`src/design/rrtse_ram.sv`:
```
// rrtse_ram: generic single-write, single-read RAM with registered read data.
// No dependencies.
`default_nettype none
module rrtse_ram #(
  parameter int WIDTH = 8,
  parameter int DEPTH = 16
) (
  input  wire logic                     clk,
  input  wire logic                     we,
  input  wire logic [$clog2(DEPTH)-1:0] waddr,
  input  wire logic [WIDTH-1:0]         wdata,
  input  wire logic [$clog2(DEPTH)-1:0] raddr,
  output logic [WIDTH-1:0]              rdata
);
  logic [WIDTH-1:0] mem [DEPTH];

  always_ff @(posedge clk) begin
    if (we) begin
      mem[waddr] <= wdata;
    end
    rdata <= mem[raddr];
  end
endmodule
`default_nettype wire

```
`config.mk`:
```
export PLATFORM = sky130hd
export DESIGN_NAME = rrtse_ram
export DESIGN_NICKNAME = d
export VERILOG_FILES = /design/src/design/rrtse_ram.sv
export SDC_FILE = /design/constraint.sdc
export NUM_CORES = 1
export LEC_CHECK = 0
export BUFFER_PORTS_ARGS = -buffer_cell sky130_fd_sc_hd__buf_2
export CORE_MARGIN = 10
export CORE_UTILIZATION = 42
export DETAILED_ROUTE_END_ITERATION = 8
export MAX_ROUTING_LAYER = met4
export PLACE_DENSITY_LB_ADDON = 0.12
export SLEW_MARGIN = 5
export SYNTH_ARGS = -nofsm -noshare
export SYNTH_HDL_FRONTEND = slang
export SYNTH_SLANG_ARGS = --single-unit
```
`constraint.sdc`:
```
create_clock -name clk -period 2.32 [get_ports clk]
set_clock_uncertainty 0.2 [all_clocks]
set_input_delay 0.348 -clock clk [delete_from_list [all_inputs] [get_ports clk]]
set_output_delay 0.348 -clock clk [all_outputs]
set_load 0.02 [all_outputs]
```
## Word level (Yosys, flattened, before mapping)

Memories as Yosys holds them, arrays and structs flattened. A register that Yosys moved wholly into a read port is not among the register bits.
Cells that the tools add are included.

| operators by class | value |
|---|---|
| add/sub/neg operators | 0 |
| multipliers | 0 |
| divide/modulo/power cells | 0 |
| magnitude comparators | 0 |
| eq/ne operators | 0 |
| shift operators | 0 |
| multiplexer cells | 2 |
| bitwise operators | 0 |
| reductions and logical operators | 0 |

Operators with widths:

| cell | number |
|---|---|
| $mux 1 | 2 |

| storage, ports and cells | value |
|---|---|
| bits in registers | 0 |
| bits in latches | 0 |
| memory bits (writable) | 128 |
| memory bits (read-only) | 0 |
| output and inout bits | 8 |
| logic and storage cells | 3 |
| memories kept | 1 |

Memories:

| memory | depth | width | read ports | clocked after memory_dff | write ports | line | RTL |
|---|---|---|---|---|---|---|---|
| mem | 16 | 8 | 1 | 1 | 1 | 15 | `logic [WIDTH-1:0] mem [DEPTH];` |

## Logic depth before layout (Yosys ltp)

| depth | value |
|---|---|
| depth after elaboration | 2 |
| gate-level depth with buffers | 5 |
| gate-level depth less buffers | 3 |

## Least setup slack after synthesis

No wires, ideal clock.

| timing path | value |
|---|---|
| path type | input to register |
| from | in waddr[2] |
| to | mem mem[0][0], enable pin |
| setup time | 383 ps |
| arrival time | 1458 ps |
| required time | 1737 ps |
| slack | 279 ps |
| stages | 2 |
| buffers on the path | 0 |
| path through | or3b_2 nor3_1 |

RTL lines:

| what | line | RTL |
|---|---|---|
| start, declared | 10 | `input wire logic [$clog2(DEPTH)-1:0] waddr,` |
| end, declared | 15 |  |

No word-level cell before the write port.

==> reports/qor.csv <==
stage;metric;value;unit
timing;worstMarginPinSlew;465;ps
drt;drc_errors;0;
worst_setup_path;crit_type;reg -> reg;
clock_tree;clock_latency;410;ps
power_and_ir_drop;p_leak;2.10;nW
place;dp_hpwl;6440;um
worst_setup_path;reg2regPathDepth;3;
global_route;grt.met3_usage;3.59;%
drt;drtAntennaViolNets;0;
hold_path;hold_class;in -> reg;
yosys;synth_edf_count;128;
clock_tree;clock-root-buffer;clkbuf_16;
worst_setup_path;worstSetupStartpoint;mem[2][0];
timing;relSlewSlack;69.0;%
global_route;grt_max_degree;33;
drt;drt-pass1-iter-count;4;
yosys;synth_seq_cells;136;
place;placed_area;5580;um2
yosys;synth.net_count;247;
global_route;grt_pass1_wl;15400;um
clock_tree;clock_sinks;136;
global_route;top_usage_layer;met2;
place;place_inst;414;
place;port-buffer-count;25;
die;fp.dieW;131;um
timing;fin_crit_sh;69.1;%
power_and_ir_drop;p_total;5.46;mW
yosys;yosys_warnings;0;
timing;rsz0062_at_grt;no;
yosys;ys_types;19;
global_route;grt_pass1_vias;2617;
yosys;synth_area_per_cell;22.5;um2
layout;final_cell_area;6120;um2
die;die_h;131;um
worst_setup_path;cp-end-kind;flip-flop;
global_route;antenna_found_initial;0;
job;maxCapViolCount;0;
clock_tree;cts_tree;yes;
global_route;grtUsageMet2;20.8;%
worst_setup_path;crit_end;rdata[0];
clock_tree;ctsResizeCount;0;
drt;num_vias;2384;
yosys;ys.flop_type;edfxtp_1;
worst_setup_path;r2r_setup_slack;720;ps
drt;first_iter_violations;222;
worst_setup_path;start_kind;flip-flop;
layout;drive_above_1_share;30.8;%
yosys;synthesis.area;5150;um2
die;fp-row-count;40;
timing;whs;120;ps
power_and_ir_drop;p_per_area;892;nW/um2
layout;final_cell_mix;128 x edfxtp_1, 25 x buf_2, 20 x buf_4, 18 x mux4_2, 17 x clkbuf_16;
drt;routed_wl;9990;um
clock_tree;cts_buffers;17;
worst_setup_path;worstPathArrival;1690;ps
clock_tree;clk_path_buf_depth;2;
worst_setup_path;reg2reg_to;rdata[0];
place;gp_congestion;0.712;
die;die_area;17100;um2
yosys;async_flop_share;0;%
timing;slew_violations;0;
drt;vias_per_cell;5.35;
clock_tree;post_cts_buffers;0;
power_and_ir_drop;ir_worst_vdd;408;uV
layout;final_common_cell;edfxtp_1;
clock_tree;htree_levels;4;
global_route;use_met1;15.7;%
clock_tree;postCtsHoldBufs;0;
hold_path;hp-start;wdata[3];
layout;final_cell_count_no_fill;446;
drt;wire_per_inst;22.4;um
clock_tree;path_clk_slew;50;ps
global_route;grt.overflow.total;0;
global_route;grt_usage;13.3;%
die;fp.coreArea;12000;um2
worst_setup_path;r2r_start;mem[2][0];
timing;hold_viol;0;
timing;max_freq;624;MHz
outcome;status;finished, final reports clean;
yosys;yosysSeqAreaShare;77.8;%
timing;setup_violations;0;
layout;area_growth;19.0;%
layout;layout.nets;304;
die;io_pins;26;
yosys;syn_inst;229;
worst_setup_path;cp_max_fo;1;
worst_setup_path;required;2410;ps
die;start_util;42.9;%
layout;diodes;0;
timing;final.min_clock_period;1600;ps
timing;finalSetupTns;0;ps
==> final cells by class <==
type | count | area, um2
Timing Repair Buffer | 48 | 335
Fill cell | 960 | 5890
Clock inverter | 2 | 10.0
Sequential cell | 136 | 4000
Multi-Input combinational cell | 83 | 1060
Tap cell | 147 | 184
Clock buffer | 30 | 534
==> worst min-delay path by stage <==
stage                       to  slack, ps  cells past startpoint
global route        mem[13][3]        120                      1
floorplan            mem[0][0]        250                      0
finish               mem[0][3]        120                      1
global placement      rdata[2]        450                      3
detailed placement    rdata[0]        470                      3
CTS                 mem[13][3]        110                      1
==> cells in the mapped netlist (2+ instances only) <==
master           number  area, um2
edfxtp_1            128       3840
nor2_1               13       48.8
buf_6                 3       33.8
nand3b_1              2       15.0
clkdlybuf4s25_2       3       30.0
a22oi_1              16        120
dfxtp_1               8        160
nor3_1                4       20.0
mux4_2               18        405
nand2b_1              2       12.5
mux4_1               14        368
buf_2                 3       15.0
nand2_1               9       33.8
==> flip-flops by register name, summed over array words and instances, names as in the netlist <==
register	count
mem	128
rdata	8
==> per-layer routing <==
layer	up-vias	wire length [um]
met2	55	4980
met1	1225	4460
li1	1093	-
met4	0	129
met5	-	0
met3	11	423
==> power by group <==
group / total, mW / internal [mW] / switching (mW)
Combinational: 0.279 / 0.116 / 0.162
Clock: 2.42 / 1.53 / 0.887
Sequential: 2.76 / 2.75 / 0.0125
==> per-stage QoR <==
stage	util, %	setup slack [ps]
after floorplan	-	279
after global placement	46.5	324
after detailed placement	46.5	303
after CTS	51.0	728
after global routing	51.0	671
final	51.0	717
==> kinds of logic after synthesis <==
| logic type | synth area share (%) |
|---|---|
| AO/OA/AOI/OAI | 2.33 |
| AND/OR/NAND/NOR | 3.18 |
| multiplexers | 15.0 |
| flip-flops | 77.8 |
| buffers and inverters | 1.68 |
==> worst max-delay path: stages (launching register included) <==
cell and delay (ps):
edfxtp_1 360, mux4_1 500, a22oi_1 330, nand2_1 100
(Power assumes the default switching activity.)
