<file path="src/design/rrtse_pkg.sv">
// rrtse_pkg: opcodes, status codes, register indexes, fixed arithmetic widths
// and sequencer state types for the RRT* tree extend block. No dependencies.
`default_nettype none
package rrtse_pkg;

  localparam logic [1:0] OP_ROOT   = 2'd0;
  localparam logic [1:0] OP_SAMPLE = 2'd1;
  localparam logic [1:0] OP_READ   = 2'd2;

  localparam logic [2:0] STAT_INSERTED = 3'd0;
  localparam logic [2:0] STAT_COLLIDED = 3'd1;
  localparam logic [2:0] STAT_FULL     = 3'd2;
  localparam logic [2:0] STAT_OK       = 3'd3;
  localparam logic [2:0] STAT_BAD      = 3'd4;

  localparam logic [2:0] CFG_STEP   = 3'd0;
  localparam logic [2:0] CFG_RADIUS = 3'd1;
  localparam logic [2:0] CFG_CX     = 3'd2;
  localparam logic [2:0] CFG_CY     = 3'd3;
  localparam logic [2:0] CFG_CZ     = 3'd4;
  localparam logic [2:0] CFG_HW     = 3'd5;
  localparam logic [2:0] CFG_HH     = 3'd6;

  // squared distance, its root, and the steering quotient operands
  localparam int SQ_W  = 38;
  localparam int RT_W  = 19;
  localparam int NUM_W = 36;
  localparam int DEN_W = 19;

  typedef enum logic [4:0] {
    ST_IDLE, ST_RADSQ, ST_RADSQ2, ST_ADDR, ST_DATA, ST_SQX, ST_SQY, ST_SQZ, ST_SQE,
    ST_ROOT_GO, ST_ROOT, ST_STEER_MUL, ST_STEER_DIV, ST_STEER_WAIT, ST_COLLIDE,
    ST_READ_DATA, ST_FINISH
  } state_t;

  typedef enum logic [2:0] {
    PASS_NEAR, PASS_STEER, PASS_NEARCOST, PASS_PARENT, PASS_REWIRE
  } pass_t;

endpackage
`default_nettype wire

</file>
<file path="src/design/rrtse_isqrt.sv">
// rrtse_isqrt: iterative integer square root, one root bit per cycle.
// Depends on rrtse_pkg for SQ_W and RT_W.
`default_nettype none
module rrtse_isqrt import rrtse_pkg::*; (
  input  wire logic            clk,
  input  wire logic            rst,
  input  wire logic            start,
  input  wire logic [SQ_W-1:0] value,
  output logic                 busy,
  output logic                 done,
  output logic [RT_W-1:0]      root
);
  localparam int CNT_W = $clog2(RT_W + 1);

  logic [SQ_W-1:0]  val;
  logic [RT_W+1:0]  rem;
  logic [CNT_W-1:0] cnt;
  logic [RT_W+1:0]  rem_sh;
  logic [RT_W+1:0]  trial;

  assign rem_sh = {rem[RT_W-1:0], val[SQ_W-1 -: 2]};
  assign trial  = {root, 2'b01};

  always_ff @(posedge clk) begin
    if (rst) begin
      busy <= 1'b0;
      done <= 1'b0;
    end else begin
      done <= busy && cnt == CNT_W'(1);
      if (start && !busy) begin
        busy <= 1'b1;
      end else if (busy && cnt == CNT_W'(1)) begin
        busy <= 1'b0;
      end
    end
  end

  always_ff @(posedge clk) begin
    if (start && !busy) begin
      val  <= value;
      rem  <= '0;
      root <= '0;
      cnt  <= CNT_W'(RT_W);
    end else if (busy) begin
      val <= {val[SQ_W-3:0], 2'b00};
      cnt <= cnt - CNT_W'(1);
      if (rem_sh >= trial) begin
        rem  <= rem_sh - trial;
        root <= {root[RT_W-2:0], 1'b1};
      end else begin
        rem  <= rem_sh;
        root <= {root[RT_W-2:0], 1'b0};
      end
    end
  end
endmodule
`default_nettype wire

</file>
<file path="config.mk">
export PLATFORM = sky130hd
export DESIGN_NAME = rrtse_isqrt
export DESIGN_NICKNAME = d
export VERILOG_FILES = /design/src/design/rrtse_pkg.sv /design/src/design/rrtse_isqrt.sv
export SDC_FILE = /design/constraint.sdc
export NUM_CORES = 1
export LEC_CHECK = 0
export BUFFER_PORTS_ARGS = -buffer_cell sky130_fd_sc_hd__buf_2
export CORE_MARGIN = 5
export CORE_UTILIZATION = 60
export CTS_BUF_LIST = sky130_fd_sc_hd__clkbuf_4 sky130_fd_sc_hd__clkbuf_8
export DETAILED_ROUTE_END_ITERATION = 16
export PLACE_DENSITY = 0.83
export SYNTH_ARGS = -nofsm -noshare
export SYNTH_HDL_FRONTEND = slang
export SYNTH_SLANG_ARGS = --single-unit
</file>
<file path="constraint.sdc">
create_clock -name clk -period 2.4 [get_ports clk]
set_input_delay 0.36 -clock clk [delete_from_list [all_inputs] [get_ports clk]]
set_output_delay 0.36 -clock clk [all_outputs]
set_load 0.005 [all_outputs]
</file>
* Word-level counts from Yosys, hierarchy flattened
Cells that the tools add are included.
W data, S select, Z words.
** Word-level totals
- Output and inout bits :: 21
- Logic and storage cells :: 21
- Bits of input ports :: 41
- Register bits :: 83
** Operators by class
- Eq/ne operators :: 1
- Order comparisons :: 1
- Muxes and demuxes :: 6
- Reductions and logical operators :: 5
- $add $sub $neg :: 2
** Operator list (number)
- $mux W38 :: 2
- $ge A21 B21 Y1 :: 1
- $mux W19 :: 1
- $sub A19 B19 Y19 :: 1
- $eq A5 B1 Y1 const B :: 1
- $sub A5 B1 Y5 const B :: 1
- $reduce_bool A2 Y1 :: 2
- $mux W1 :: 3
- $logic_and A1 B1 Y1 :: 2
- $logic_not A1 Y1 :: 1

* Logic depth before layout (Yosys ltp)
- Depth after elaboration :: 4
- Depth in mapped cells :: 10
- Depth with buffers taken out :: 8

* Least setup slack after synthesis
No wires, ideal clock.
- Path type :: register -> register
- From :: register root[1]
- To :: register rem[1]
- Arrival :: 2118 ps
- Clock period less this slack :: 2177 ps
- Setup time :: 59 ps
- Setup slack :: 223 ps
- Cell stages (with the launch flop) :: 10
- Required time :: 2341 ps
- Path through :: dfxtp_1 > inv_1 > ha_1 > a21oi_1 > a211oi_2 > nor4_4 > o211a_4 > buf_12 > mux2i_1 > a22o_1
** Between the ends
- Cells in the longest elaborated chain, start to end :: 2
** RTL lines
- start: declaration :: RTL line rrtse_isqrt.sv:11 : output logic [RT_W-1:0] root
- start signal: assignment :: RTL line rrtse_isqrt.sv:49 : root <= {root[RT_W-2:0], 1'b1};
- start signal: assignment :: RTL line rrtse_isqrt.sv:52 : root <= {root[RT_W-2:0], 1'b0};
- $ge A21 B21 Y1 :: RTL line rrtse_isqrt.sv:47 : if (rem_sh >= trial) begin
- $mux W19 :: RTL line rrtse_isqrt.sv:47
- end signal: assignment :: RTL line rrtse_isqrt.sv:48 : rem <= rem_sh - trial;
- end signal: assignment :: RTL line rrtse_isqrt.sv:51 : rem <= rem_sh;
- end: declaration :: RTL line rrtse_isqrt.sv:16 : logic [RT_W+1:0] rem;
Every way passes these cells.
A chain may end at the register's enable or synchronous reset.

* Worst setup path after layout
- From :: register root[1]
- To :: register rem[6]
** Between the ends
- Cells in the longest elaborated chain, start to end :: 2
- Elaborated cells between the ends (all ways) :: 3
- Those cells by class :: add/sub: 1; order compare: 1; mux: 1
** RTL lines (RTL line)
- $sub A19 B19 Y19 / $ge A21 B21 Y1 (equally long branches) :: rrtse_isqrt.sv:48, rrtse_isqrt.sv:47
- $mux W19 * :: rrtse_isqrt.sv:47
Every way passes the cells marked *; elsewhere a longest branch is shown, timed or not.

==> impl_metrics.yaml <==
status:
  status: "completed"
logic_synthesis:
  syn_area_sq_um: 4470
  synth_edf_count: 38
  synth-seq-area-share_pct: 45.7
  ys.flop_type: "dfxtp_1"
  ys_seq_elements: 83
  synthCells: 440
  synth_nets: 504
  synthesis.area_per_instance_sq_um: 10.2
  ys_async_sr_fraction_pct: 0
  synth_warnings: 0
  synthDistinctLibCells: 60
worst_setup_path:
  worst_path_max_delay_cell: "ha_2"
  reg2reg_from: "root[1]"
  path_class: "flip-flop to flip-flop"
  worstPathCellList: "inv_1 > ha_2 > o211ai_1 > a211oi_4 > nor4_4 > buf_4 > o211a_4 > a32o_1 > a31o_1"
  max_stage_delay_ps: 380
  cp-start-kind: "flip-flop"
  cp.buffers_inverters: 2
  worstRegToRegCells: 9
  r2r-end: "rem[6]"
  cp_top_family: "compound AO/OA/AOI/OAI gates"
  cp.arrival_ps: 2660
  r2r_setup_slack_ps: 2
  endpoint_kind: "flip-flop"
  cp.required_ps: 2670
  critPathMaxFanout: 8
sta:
  finalMaxSlewViolations: 0
  fin_ws_ps: 2.14
  finalCritPeriodShare_pct: 99.9
  relSlewSlack_pct: 72.0
  tns_ps: 0
  max_slew.worst_pin.slew_ps: 420
  finClkSkew_ps: 8.63
  hold_viol_final: 0
  period_minus_slack_ps: 2400
  fmax_ghz: 0.417
  setup_violations: 0
die:
  dieWidth_um: 96.3
  initial_core_util_pct: 61.6
  rows: 31
  top_level_ports: 62
  fp.dieH_um: 96.3
  dieArea_sq_um: 9270
  fp.coreArea_sq_um: 7250
pwr:
  p_comb_share_pct: 54.4
  peakVddDrop_mv: 0.603
  p_per_area_nw_per_um2: 1150
  seqPwrFrac_pct: 30.2
  p_total_w: 0.00625
  switching_share_pct: 40.7
  clkPwrFrac_pct: 15.4
  intPower_w: 0.00370
  p_leak_nw: 2.17
  power_switching_w: 0.00254
finish:
  nets: 585
  synthToLayoutAreaGrowth_pct: 21.6
  drive_gt1_share_pct: 35.6
  fin_util_pct: 74.9
  antenna-diode-count: 0
  fin_cells: 625
clock_tree:
  cts_root_buffer: "clkbuf_8"
  ctsHoldBuffers: 0
  cts.sinks: 83
  cts_tree: "built"
  cts_buffer_depth: 2
  cts_made_buffers: 9
  h-tree-depth: 3
  insertion_delay_ps: 360
  path_clk_slew_ps: 90
placement:
  dp.cells: 597
  pre_cts_slack_ps: -35.6
  place_hpwl_um: 6980
  gp_congestion: 0.969
  portBuffers: 61
hold_path:
  min_to: "busy"
  hold_path_depth: 2
  hold_class: "input pin to flip-flop"
  min_from: "rst"
route:
  drc_errors: 0
  drtIter0Drc: 328
  wl_per_cell_um: 17.3
  drt-pass1-iter-count: 5
  routed-via-count: 3793
  via_per_inst: 6.07
  final_antenna_net_count: 0
  postRouteWirelength_um: 10800
global_route:
  grt_use_total_pct: 22.0
  grt_pass1_wl_um: 15900
  grt_max_degree: 44
  overflow: 0
  antenna_found_initial: 0
  grt_pass1_vias: 3506
run:
  maxCapViolCount: 0
## registers in the layout, indices dropped and copies added (netlist names)
signal and cells:
busy 1, root 19, val 38, done 1, cnt 5, rem 19
## cell type report
type	count	area (sq um)
tap	99	124
inverter	29	109
sequential	83	2050
timing repair buffer	95	583
clock buffer	9	124
clock inverter	7	58.8
multi-input combinational	303	2390
fill	505	1820
## power by group through the flow
stage                     logic (W)  clock network (W)  registers, W
after CTS                   0.00275           0.000974       0.00186
after global routing        0.00363            0.00104       0.00190
after detailed placement    0.00268                  0       0.00189
after floorplan             0.00213                  0       0.00184
final                       0.00340           0.000961       0.00188
after global placement      0.00261                  0       0.00188
## stage by stage
stage / instance area, sq um / hold slack (ps)
finish: 5440 / 154
detailed placement: 4970 / 467
floorplan: 4470 / 432
global placement: 4970 / 461
CTS: 5170 / 150
global route: 5440 / 150
## cells in the final DEF (no fill, tap or decap), types with 3 or more instances in the layout
cell	synthesis	routed
nand2_1	42	41
dfxtp_2	0	7
xor2_1	4	4
buf_2	3	62
a21oi_2	1	3
nor2b_1	4	3
inv_6	0	4
mux2_2	36	36
o21ai_0	16	15
ha_1	23	13
o21a_1	4	4
nand3_1	30	29
nor2_1	16	16
and3_1	3	3
edfxtp_1	38	38
buf_4	1	31
dfxtp_1	45	38
clkbuf_8	0	9
o211ai_1	6	6
xnor2_1	9	9
ha_4	0	7
a32oi_1	6	6
nand2b_1	5	5
nand4_1	4	4
mux2i_1	3	3
ha_2	0	3
a21oi_1	20	16
o31ai_1	22	22
nor3_1	8	7
inv_1	29	29
## cell usage after synthesis, drive strengths merged (3+ instances only)
master  instances  area (sq um)
nand3          30           150
a21oi          21           109
nor4            3          33.8
inv            29           109
o21ai          17          85.1
nor3            8          40.0
a32oi           6          52.6
mux2           36           405
o311ai          3          33.8
o31ai          22           165
nand4           4          25.0
xnor2           9          78.8
dfxtp          45           901
mux2i           3          30.0
and3            3          18.8
nor2b           4          25.0
o21a            4          30.0
ha             23           288
o211ai          6          45.0
nor2           16          60.1
nand2b          5          31.3
edfxtp         38          1140
clkbuf         17          65.1
buf             9          72.6
xor2            4          35.0
a211oi          3          27.5
nand2          42           158
## worst max path at each step
stage / from / end / depth (start not counted)
2_1_floorplan: root[1] / rem[1] / 9
3_3_place_gp: root[1] / rem[11] / 9
3_5_place_dp: root[5] / rem[16] / 9
4_1_cts: root[5] / rem[16] / 9
5_1_grt: root[1] / rem[4] / 10
6_report: root[1] / rem[6] / 9
## kinds of logic after synthesis
| group | share of synthesized area [%] |
|---|---|
| compound gates | 15.9 |
| xor+xnor | 2.55 |
| fa+ha+maj | 6.44 |
| buf+inv | 5.51 |
| flops | 45.7 |
| mux | 9.74 |
| simple gates | 14.1 |
## repair_timing
| item | in CTS | in global routing |
|---|---|---|
| pin swaps | 0 | 9 |
| buffers inserted | 1 | 9 |
| setup endpoints to repair | 9 | 20 |
| resized for setup | 2 | 37 |
| hold endpoints to repair | 0 | 0 |
| cloned | 0 | 2 |
## worst reg2reg max path: stages (launching register included)
cell,delay [ps]
dfxtp_2,340
inv_1,60
ha_2,380
o211ai_1,200
a211oi_4,340
nor4_4,90
buf_4,160
o211a_4,280
a32o_1,270
a31o_1,180
## metal layers
metal | global-route usage [%] | share of wire, % | wire length [um] | vias up
met3 | 6.80 | 9.6 | 1040 | 35
li1 | - | - | - | 1790
met1 | 27.4 | 40 | 4330 | 1760
met2 | 35.9 | 48 | 5170 | 208
met4 | 7.83 | 2.5 | 271 | 0
met5 | 0 | 0 | 0 | -
No activity file was read; power rests on OpenSTA's default activity.
