[src/design/rrtse_pkg.sv]
// rrtse_pkg: opcodes, status codes, register indexes, fixed arithmetic widths
// and sequencer state types for the RRT* tree extend block. No dependencies.
`default_nettype none
package rrtse_pkg;

  localparam logic [1:0] OP_ROOT   = 2'd0;
  localparam logic [1:0] OP_SAMPLE = 2'd1;
  localparam logic [1:0] OP_READ   = 2'd2;

  localparam logic [2:0] STAT_INSERTED = 3'd0;
  localparam logic [2:0] STAT_COLLIDED = 3'd1;
  localparam logic [2:0] STAT_FULL     = 3'd2;
  localparam logic [2:0] STAT_OK       = 3'd3;
  localparam logic [2:0] STAT_BAD      = 3'd4;

  localparam logic [2:0] CFG_STEP   = 3'd0;
  localparam logic [2:0] CFG_RADIUS = 3'd1;
  localparam logic [2:0] CFG_CX     = 3'd2;
  localparam logic [2:0] CFG_CY     = 3'd3;
  localparam logic [2:0] CFG_CZ     = 3'd4;
  localparam logic [2:0] CFG_HW     = 3'd5;
  localparam logic [2:0] CFG_HH     = 3'd6;

  // squared distance, its root, and the steering quotient operands
  localparam int SQ_W  = 38;
  localparam int RT_W  = 19;
  localparam int NUM_W = 36;
  localparam int DEN_W = 19;

  typedef enum logic [4:0] {
    ST_IDLE, ST_RADSQ, ST_RADSQ2, ST_ADDR, ST_DATA, ST_SQX, ST_SQY, ST_SQZ, ST_SQE,
    ST_ROOT_GO, ST_ROOT, ST_STEER_MUL, ST_STEER_DIV, ST_STEER_WAIT, ST_COLLIDE,
    ST_READ_DATA, ST_FINISH
  } state_t;

  typedef enum logic [2:0] {
    PASS_NEAR, PASS_STEER, PASS_NEARCOST, PASS_PARENT, PASS_REWIRE
  } pass_t;

endpackage
`default_nettype wire

[src/design/rrtse_div.sv]
// rrtse_div: iterative restoring divider, one quotient bit per cycle.
// Depends on rrtse_pkg for NUM_W and DEN_W.
`default_nettype none
module rrtse_div import rrtse_pkg::*; (
  input  wire logic             clk,
  input  wire logic             rst,
  input  wire logic             start,
  input  wire logic [NUM_W-1:0] num,
  input  wire logic [DEN_W-1:0] den,
  output logic                  busy,
  output logic                  done,
  output logic [NUM_W-1:0]      quot
);
  localparam int CNT_W = $clog2(NUM_W + 1);

  logic [DEN_W-1:0] dreg;
  logic [DEN_W:0]   rem;
  logic [CNT_W-1:0] cnt;
  logic [DEN_W:0]   rem_sh;
  logic             fits;

  assign rem_sh = {rem[DEN_W-1:0], quot[NUM_W-1]};
  assign fits   = rem_sh >= {1'b0, dreg};

  always_ff @(posedge clk) begin
    if (rst) begin
      busy <= 1'b0;
      done <= 1'b0;
    end else begin
      done <= busy && cnt == CNT_W'(1);
      if (start && !busy) begin
        busy <= 1'b1;
      end else if (busy && cnt == CNT_W'(1)) begin
        busy <= 1'b0;
      end
    end
  end

  always_ff @(posedge clk) begin
    if (start && !busy) begin
      quot <= num;
      dreg <= den;
      rem  <= '0;
      cnt  <= CNT_W'(NUM_W);
    end else if (busy) begin
      cnt  <= cnt - CNT_W'(1);
      rem  <= fits ? (rem_sh - {1'b0, dreg}) : rem_sh;
      quot <= {quot[NUM_W-2:0], fits};
    end
  end
endmodule
`default_nettype wire

[config.mk]
export PLATFORM = sky130hd
export DESIGN_NAME = rrtse_div
export DESIGN_NICKNAME = d
export VERILOG_FILES = /design/src/design/rrtse_pkg.sv /design/src/design/rrtse_div.sv
export SDC_FILE = /design/constraint.sdc
export NUM_CORES = 1
export LEC_CHECK = 0
export BUFFER_PORTS_ARGS = -buffer_cell sky130_fd_sc_hd__buf_2
export CAP_MARGIN = 20
export CORE_MARGIN = 2
export CORE_UTILIZATION = 53
export CTS_CLUSTER_SIZE = 30
export DETAILED_ROUTE_END_ITERATION = 8
export GPL_ROUTABILITY_DRIVEN = 0
export GPL_TIMING_DRIVEN = 0
export PLACE_DENSITY = 0.89
export SLEW_MARGIN = 20
export SYNTH_ARGS = -nofsm -noshare
export SYNTH_HDL_FRONTEND = slang
export SYNTH_SLANG_ARGS = --single-unit
[constraint.sdc]
create_clock -name clk -period 2.8 [get_ports clk]
set_clock_uncertainty 0.05 [all_clocks]
set_input_delay 0 -clock clk [delete_from_list [all_inputs] [get_ports clk]]
set_output_delay 0 -clock clk [all_outputs]
set_load 0.005 [all_outputs]
# [Yosys cells after proc, flatten, opt, wreduce, memory -nomap -nowiden]
# Index checks and enable logic that the tools add are counted.
[totals] wordCells=20 inputBits=58 ff_bits=82
[op_classes] reduce_logical=5 n_addsub=2 n_eq_ne=1 n_lt_le_gt_ge=1 muxes=5
[op_table] cell="2-to-1 mux 36 bit" n=2
[op_table] cell=">= comparator 20 x 19 -> 1 bit" n=1
[op_table] cell="2-to-1 mux 19 bit" n=1
[op_table] cell="subtractor 19 bit" n=1
[op_table] cell="== test 6 x 1 -> 1 bit (second input constant)" n=1
[op_table] cell="subtractor 6 x 1 -> 6 bit (second input constant)" n=1
[op_table] cell="nonzero test 2 bit" n=2
[op_table] cell="logical AND 1 bit" n=2
[op_table] cell="2-to-1 mux 1 bit" n=2
[op_table] cell="logical NOT 1 bit" n=1

# [Logic depth before layout (Yosys ltp)]
# Gate-level depths: netlist of the first run.
[logic_depth] depth_word=4 ltp_mapped=13

# [Worst setup path before layout of the first run]
# Ideal clock, no wire load.
[synth_timing] kind="register -> register" from="reg quot[35]" to="reg rem[15]" slack_ns=0.185 period_less_slack_ns=2.615 n_path_buf=2 stages_incl_launch_ff=13 setup_ns=0.064 arrival_time_ns=2.501 path_cell_list="edfxtp_1 inv_1 ha_1 fa_1 nor2b_1 o31a_1 o22a_1 o21ai_4 and2_1 buf_6 buf_8 or3_1 nand4_1"
[synth_via] elab_chain_cells=2 elab_cells_between_ends=3 classes_between="add/sub (1); order compare (1); mux (1)"
[synth_rtl] element="start: declaration" line_no="rrtse_div.sv:12" source="output logic [NUM_W-1:0] quot"
[synth_rtl] element="start signal: assignment" line_no="rrtse_div.sv:41" source="quot <= num;"
[synth_rtl] element="start signal: assignment" line_no="rrtse_div.sv:48" source="quot <= {quot[NUM_W-2:0], fits};"
[synth_rtl] element="subtractor 19 bit / >= comparator 20 x 19 -> 1 bit (equally long branches)" line_no="rrtse_div.sv:47, rrtse_div.sv:23"
[synth_rtl] element="2-to-1 mux 19 bit (*)" line_no="rrtse_div.sv:47" source="rem <= fits ? (rem_sh - {1'b0, dreg}) : rem_sh;"
[synth_rtl] element="end signal: assignment" line_no="rrtse_div.sv:47"
[synth_rtl] element="end: declaration" line_no="rrtse_div.sv:17" source="logic [DEN_W:0] rem;"
# Every way passes the cells marked *; elsewhere a longest branch is shown, timed or not.
# A chain may end at the register's enable or synchronous reset.

# [Worst setup path after layout of the first run]
[layout_timing] from="reg dreg[11]" to="reg rem[9]"
[layout_via] elab_chain_cells=2
[layout_rtl] element="start: declaration" line_no="rrtse_div.sv:16" source="logic [DEN_W-1:0] dreg;"
[layout_rtl] element="start signal: assignment" line_no="rrtse_div.sv:42" source="dreg <= den;"
[layout_rtl] element=">= comparator 20 x 19 -> 1 bit" line_no="rrtse_div.sv:23" source="assign fits = rem_sh >= {1'b0, dreg};"
[layout_rtl] element="2-to-1 mux 19 bit" line_no="rrtse_div.sv:47"
# Every way passes these cells.

==> flow_metrics.env, run 1 <==
export IMPL_viasPerCell=6.085
export IMPL_cp_max_fo=10
export IMPL_worstPathRequired_ns=2.99
export IMPL_wl_mm=14.07
export IMPL_rsz0062_at_grt="true"
export IMPL_register_bit_total_from_synthesis=82
export IMPL_synth_xor_area_frac=0.02832
export IMPL_cap_viol_max_count=0
export IMPL_netlist_area_before_placement_mm2=0.004329
export IMPL_drt_drc_violations_left=0
export IMPL_cts_buffers_inserted=9
export IMPL_synth_top_family_by_area="simple AND/OR/NAND/NOR gates"
export IMPL_slew_limit_headroom=0.5208
export IMPL_placement_cell_area_mm2=0.004933
export IMPL_flow_area_growth_from_synthesis_pct=33.32
export IMPL_setup_viol=0
export IMPL_cts_root_to_sink_buffers=2
export IMPL_fmax_ghz=0.3622
export IMPL_postSynthNetCount=525
export IMPL_critPathTopFamily="compound AO/OA/AOI/OAI gates"
export IMPL_drt_initial_drc_count=361
export IMPL_insertion_delay_ns=0.37
export IMPL_yosys_most_used_dff="edfxtp_1"
export IMPL_layout_commonest_cell="nand2_1"
export IMPL_synth_compound_area_frac=0.1552
export IMPL_post_synth_main_area_contributors="edfxtp_1 (38%), dfxtp_1 (12%), nand2_1 (11%), ha_1 (6.1%), inv_1 (2.2%)"
export IMPL_yosys_area_share_adder=0.06532
export IMPL_critPathCaptureType="register"
export IMPL_layout_cell_share_with_drive_strength_beyond_1=0.2152
export IMPL_final_nets=693
export IMPL_power_density_mw_per_mm2=799.7
export IMPL_globalRouteOverflowTotal=0
export IMPL_portBuffers=95
export IMPL_hold_class="primary input to register"
export IMPL_synth_edff_count=55
export IMPL_grt_antenna_before_repair=0
export IMPL_finalCriticalPeriod_ns=2.761
export IMPL_pleak_nw=2.663
export IMPL_synth_yosys_warnings=0
export IMPL_fp_dieW_um=94.38
export IMPL_ir_drop_uv=370.5
export IMPL_grt_pass1_wl_mm=21.60
export IMPL_antenna_violating_nets_post_route=0
export IMPL_timing_hold_ws_ns=0.2900
export IMPL_clock_tree_root_cell="clkbuf_8"
export IMPL_mean_instance_size_in_the_synthesized_netlist_um2=9.728
export IMPL_finalWorstSetupSlack_ns=0.03896
export IMPL_synth_async_reset_ratio=0
export IMPL_grt_pass1_vias=4272
export IMPL_dpl_worst_slack_ns=-0.1455
export IMPL_worstMarginPinSlew_ns=0.7177
export IMPL_yosys_area_share_simple=0.1754
export IMPL_cp_slowest_stage_delay_ns=0.41
export IMPL_final_period_utilization=0.9861
export IMPL_synth_distinct_cells=54
export IMPL_yosysTopAreaCellShare=0.3815
export IMPL_clkTransAtPathRegs_ns=0.09
export IMPL_worstSetupPathType="register to register"
export IMPL_cts_tree="done"
export IMPL_cp_buffers_inverters=4
export IMPL_vias=4381
export IMPL_grt_usage=0.3205
export IMPL_result_of_the_run="complete, no violations"
export IMPL_syn_inst=445
export IMPL_placementRows=32
export IMPL_start_util=0.5545
export IMPL_design_area_mm2=0.005772
export IMPL_antenna_cells=0
export IMPL_die_height_um=94.38
export IMPL_io_pins=96
export IMPL_path_cells="inv_1, ha_2, nand2_1, o21a_1, a211oi_2, o21ai_4, and2_1, buf_6, buf_8, buf_12, a32oi_2, o21ai_1"
export IMPL_first_pass_iteration_count_of_the_detailed_router=5
export IMPL_synth_seq_area_share=0.5064
export IMPL_fin_total_pwr_mw=4.616
export IMPL_floorplan_core_area_mm2=0.007807
export IMPL_final_cell_mix="nand2_1 (127), buf_2 (97), dlygate4sd3_1 (57)"
export IMPL_n_fill_cell=471
export IMPL_route_detailed_wl_per_inst_um=19.53
export IMPL_synth_largest_area_cell="edfxtp_1"
export IMPL_cts_htree_levels=3
export IMPL_timing_max_transition_violations_final=0
export IMPL_pin_count_of_the_biggest_net_entering_global_routing=37
export IMPL_cts_sinks=82
export IMPL_floorplan_die_area_mm2=0.008908
export IMPL_report_final_hold_viol_count=0
export IMPL_synth_mux_area_frac=0.02457
export IMPL_critical_path_slowest_cell="ha_2"
export IMPL_critical_path_arrival_ns=2.96
export IMPL_worst_setup_path_start_kind="register"
export IMPL_hpwl_mm=7.692
logic make-up (layout without fill, tap and decap cells):
family | Yosys count | after routing
xor+xnor | 14 | 14
mux | 10 | 10
compound gates | 95 | 95
buf+inv | 42 | 215
flops | 82 | 82
fa+ha+maj | 22 | 22
simple gates | 180 | 180
what timing repair did:
item	4_1_cts	5_1_grt
pin swaps	3	3
cloned	0	0
setup endpoints to repair	20	17
hold buffers	57	0
buffers inserted	2	3
gates resized for setup	1	10
endpoints found under the hold margin	61	0
through the flow:
stage / std cells / setup TNS, ns / utilization
2_1_floorplan: 445 / 0 / -
5_1_grt: 720 / -0.1218 / 0.7393
4_1_cts: 717 / 0 / 0.7324
3_5_place_dp: 642 / -1.367 / 0.6319
6_report: 720 / 0 / 0.7393
3_3_place_gp: 642 / -0.5607 / 0.6317
state kept, by name, summed over array words and instances (netlist names):
register  count
done          1
busy          1
cnt           6
dreg         19
quot         36
rem          19
cells in the mapped netlist (6+ instances only):
cell / n
edfxtp_1: 55
a22o_1: 9
clkbuf_1: 7
nand2_1: 127
nand3_1: 6
o21a_1: 8
a21o_1: 6
inv_1: 25
xor2_1: 6
o21ai_1: 11
nor2_1: 18
xnor2_1: 8
a21oi_1: 16
nand2b_1: 8
dfxtp_1: 27
o21ai_0: 10
ha_1: 21
per-layer routing:
layer	vias to the layer above	routed length (um)	global-route usage
li1	1916	-	-
met1	2004	5101	0.3650
met2	383	6732	0.5506
met3	78	1475	0.08859
met4	0	756	0.1667
met5	-	0	0
worst reg2reg max path, delay by kind of cell (launching register included):
kind,cells,cell delay [ns]
fa+ha+maj,1,0.41
flops,1,0.37
buf+inv,4,0.50
simple gates,2,0.29
compound gates,5,1.02
final cells by class:
class                           count  area (um2)  share of cell area
Clock buffer                       10       127.6             0.02211
Multi-Input combinational cell    321        1981              0.3432
Inverter                           26       97.59             0.01691
Clock inverter                      6       65.06             0.01127
Tap cell                          102       127.6             0.02211
Sequential cell                    82        2192              0.3798
Buffer                             16       97.59             0.01691
Timing Repair Buffer              157        1084              0.1877
final timing paths:
check                           endpoint     start  depth (start not counted)  slack, ns
worst min-delay path                done       rst                          3       0.29
worst max-delay path              rem[9]  dreg[11]                         12       0.04
worst max register to register    rem[9]  dreg[11]                         12       0.04
worst min register to register   rem[13]   rem[13]                          2       0.44
power breakdown:
group | leakage [nW] | switching [mW] | total, mW | internal [mW]
Sequential | 0.771 | 0.187 | 1.73 | 1.54
Combinational | 1.79 | 1.11 | 2.00 | 0.883
Clock | 0.0971 | 0.476 | 0.892 | 0.416
Note: power is estimated with default switching activity, not from simulation.
==> run 2, diff against run 1 <==
Settings changed: PLACE_DENSITY 0.89 to 0.78.
Clock period 2.8 ns to 3.2 ns, I/O delays scaled along.
==> flow_metrics.env, run 2 (synthesized netlist as in run 1, its figures left out) <==
export IMPL_min_to="dreg[4]"
export IMPL_setup_total_negative_slack_ns=0
export IMPL_floorplan_core_area_mm2=0.007807
export IMPL_grt_pass1_wl_mm=19.17
export IMPL_die_height_um=94.38
export IMPL_power_density_mw_per_mm2=696.8
export IMPL_multi_input_area_mm2=0.001943
export IMPL_hold_class="primary input to register"
export IMPL_ir_drop_uv=326.6
export IMPL_worstMarginPinSlew_ns=0.8688
export IMPL_result_of_the_run="complete, no violations"
export IMPL_grt_pass1_vias=4127
export IMPL_post_cts_repair_setup_buffers=0
export IMPL_final_nets=688
export IMPL_post_cts_resize_count=0
export IMPL_r2r_start="quot[35]"
export IMPL_cts_tree="done"
export IMPL_cts_root_to_sink_buffers=2
export IMPL_critPathCaptureType="register"
export IMPL_antenna_violating_nets_post_route=0
export IMPL_critical_path_slowest_cell="fa_1"
export IMPL_placementRows=32
export IMPL_flow_area_growth_from_synthesis_pct=32.37
export IMPL_hpwl_mm=7.511
export IMPL_first_pass_iteration_count_of_the_detailed_router=6
export IMPL_worstPathRequired_ns=3.39
export IMPL_fin_total_pwr_mw=3.993
export IMPL_hold_crit_depth=2
export IMPL_r2r_slack_ns=0.20
export IMPL_cts_htree_levels=3
export IMPL_footprint_of_the_flip_flops_and_latches_mm2=0.002192
export IMPL_cp_max_fo=10
export IMPL_portBuffers=95
export IMPL_clock_tree_root_cell="clkbuf_8"
export IMPL_slew_limit_headroom=0.4181
export IMPL_grt_usage=0.2777
export IMPL_reg_largest_list="quot x36, dreg x19, rem x19"
export IMPL_timing_max_transition_violations_final=0
export IMPL_largest_reg_by_ff_count="quot"
export IMPL_wl_mm=11.84
export IMPL_pin_count_of_the_biggest_net_entering_global_routing=37
export IMPL_setup_viol=0
export IMPL_drt_drc_violations_left=0
export IMPL_worst_r2r_endpoint="rem[9]"
export IMPL_final_cell_mix="nand2_1 (127), buf_2 (97), dlygate4sd3_1 (57)"
export IMPL_critical_path_arrival_ns=3.19
export IMPL_pleak_nw=2.660
export IMPL_holdBufCountCts=57
export IMPL_layout_cell_share_with_drive_strength_beyond_1=0.1958
export IMPL_cts_sinks=82
export IMPL_route_detailed_wl_per_inst_um=16.56
export IMPL_path_cells="inv_1, ha_1, fa_1, nor2b_1, o31a_1, o22a_1, o21ai_4, and2_1, buf_6, buf_8, buf_12, a32oi_1, o21ai_1"
export IMPL_viasPerCell=5.694
export IMPL_n_fill_cell=533
export IMPL_vias=4071
export IMPL_floorplan_die_area_mm2=0.008908
export IMPL_report_final_hold_viol_count=0
export IMPL_cts_buffers_inserted=9
export IMPL_finalCriticalPeriod_ns=3.000
export IMPL_drt_initial_drc_count=239
export IMPL_cap_viol_max_count=0
export IMPL_fp_dieW_um=94.38
export IMPL_worstRegToRegCells=13
export IMPL_start_util=0.5545
export IMPL_grt_antenna_before_repair=0
export IMPL_rsz0062_at_grt="false"
export IMPL_insertion_delay_ns=0.36
export IMPL_io_pins=96
export IMPL_globalRouteOverflowTotal=0
export IMPL_cp_slowest_stage_delay_ns=0.41
export IMPL_largest_reg_flops=36
export IMPL_final_period_utilization=0.9376
export IMPL_hold_start="den[4]"
export IMPL_fmax_ghz=0.3333
export IMPL_layout_commonest_cell="nand2_1"
export IMPL_clkTransAtPathRegs_ns=0.09
export IMPL_antenna_cells=0
export IMPL_worstSetupPathType="register to register"
export IMPL_worst_setup_path_start_kind="register"
-- run 2: per-stage QoR --
| step | utilization | cells | area [um2] | worst slack (ns) | hold slack, ns |
|---|---|---|---|---|---|
| 5_1_grt | 0.7340 | 715 | 5731 | 0.003275 | 0.2801 |
| 4_1_cts | 0.7340 | 715 | 5731 | 0.1945 | 0.2828 |
| 6_report | 0.7340 | 715 | 5731 | 0.1998 | 0.2805 |
| 3_5_place_dp | 0.6319 | 642 | 4933 | 0.2171 | 0.1287 |
| 3_3_place_gp | 0.6317 | 642 | 4932 | 0.2719 | 0.1262 |
| 2_1_floorplan | - | 445 | 4329 | 0.5849 | 0.02160 |
-- run 2: power by group --
group          internal (mW)  total (mW)  switching [mW]  leakage [nW]
Sequential              1.35        1.49           0.144         0.771
Clock                  0.452       0.874           0.422         0.111
Combinational          0.737        1.63           0.889          1.78
-- run 2: layout make-up --
type                       instances  share of cell area
clock buffer                      10             0.02227
clock inverter                     6             0.01725
inverter                          26             0.01703
multi-input combinational        321              0.3391
timing repair buffer             152              0.1825
tap                              102             0.02227
buffer                            16             0.01703
sequential                        82              0.3825
-- run 2: worst max path at each step --
stage | startpoint | end | slack, ns | cells past startpoint
final | quot[35] | rem[9] | 0.20 | 13
after global routing | dreg[17] | rem[1] | 0.003 | 11
after CTS | dreg[17] | rem[1] | 0.19 | 11
after detailed placement | quot[35] | rem[9] | 0.22 | 13
after global placement | dreg[17] | rem[13] | 0.27 | 11
after floorplan | quot[35] | rem[15] | 0.58 | 12
-- run 2: critical path: cells and delay by family, from the launching register on --
| family | cells | cell delay, ns |
|---|---|---|
| and+or+nand+nor | 2 | 0.36 |
| adders and majority gates | 2 | 0.63 |
| buffers and inverters | 4 | 0.50 |
| DFF | 1 | 0.37 |
| AOI/OAI and AO/OA | 5 | 0.97 |
-- run 2: per-layer routing --
| layer | global-route usage | share of wire | vias to the layer above | wire [um] |
|---|---|---|---|---|
| met4 | 0.1304 | 0.030 | 0 | 355 |
| met2 | 0.4690 | 0.48 | 228 | 5710 |
| li1 | - | - | 1910 | - |
| met3 | 0.07502 | 0.096 | 44 | 1138 |
| met1 | 0.3307 | 0.39 | 1889 | 4638 |
| met5 | 0 | 0 | - | 0 |
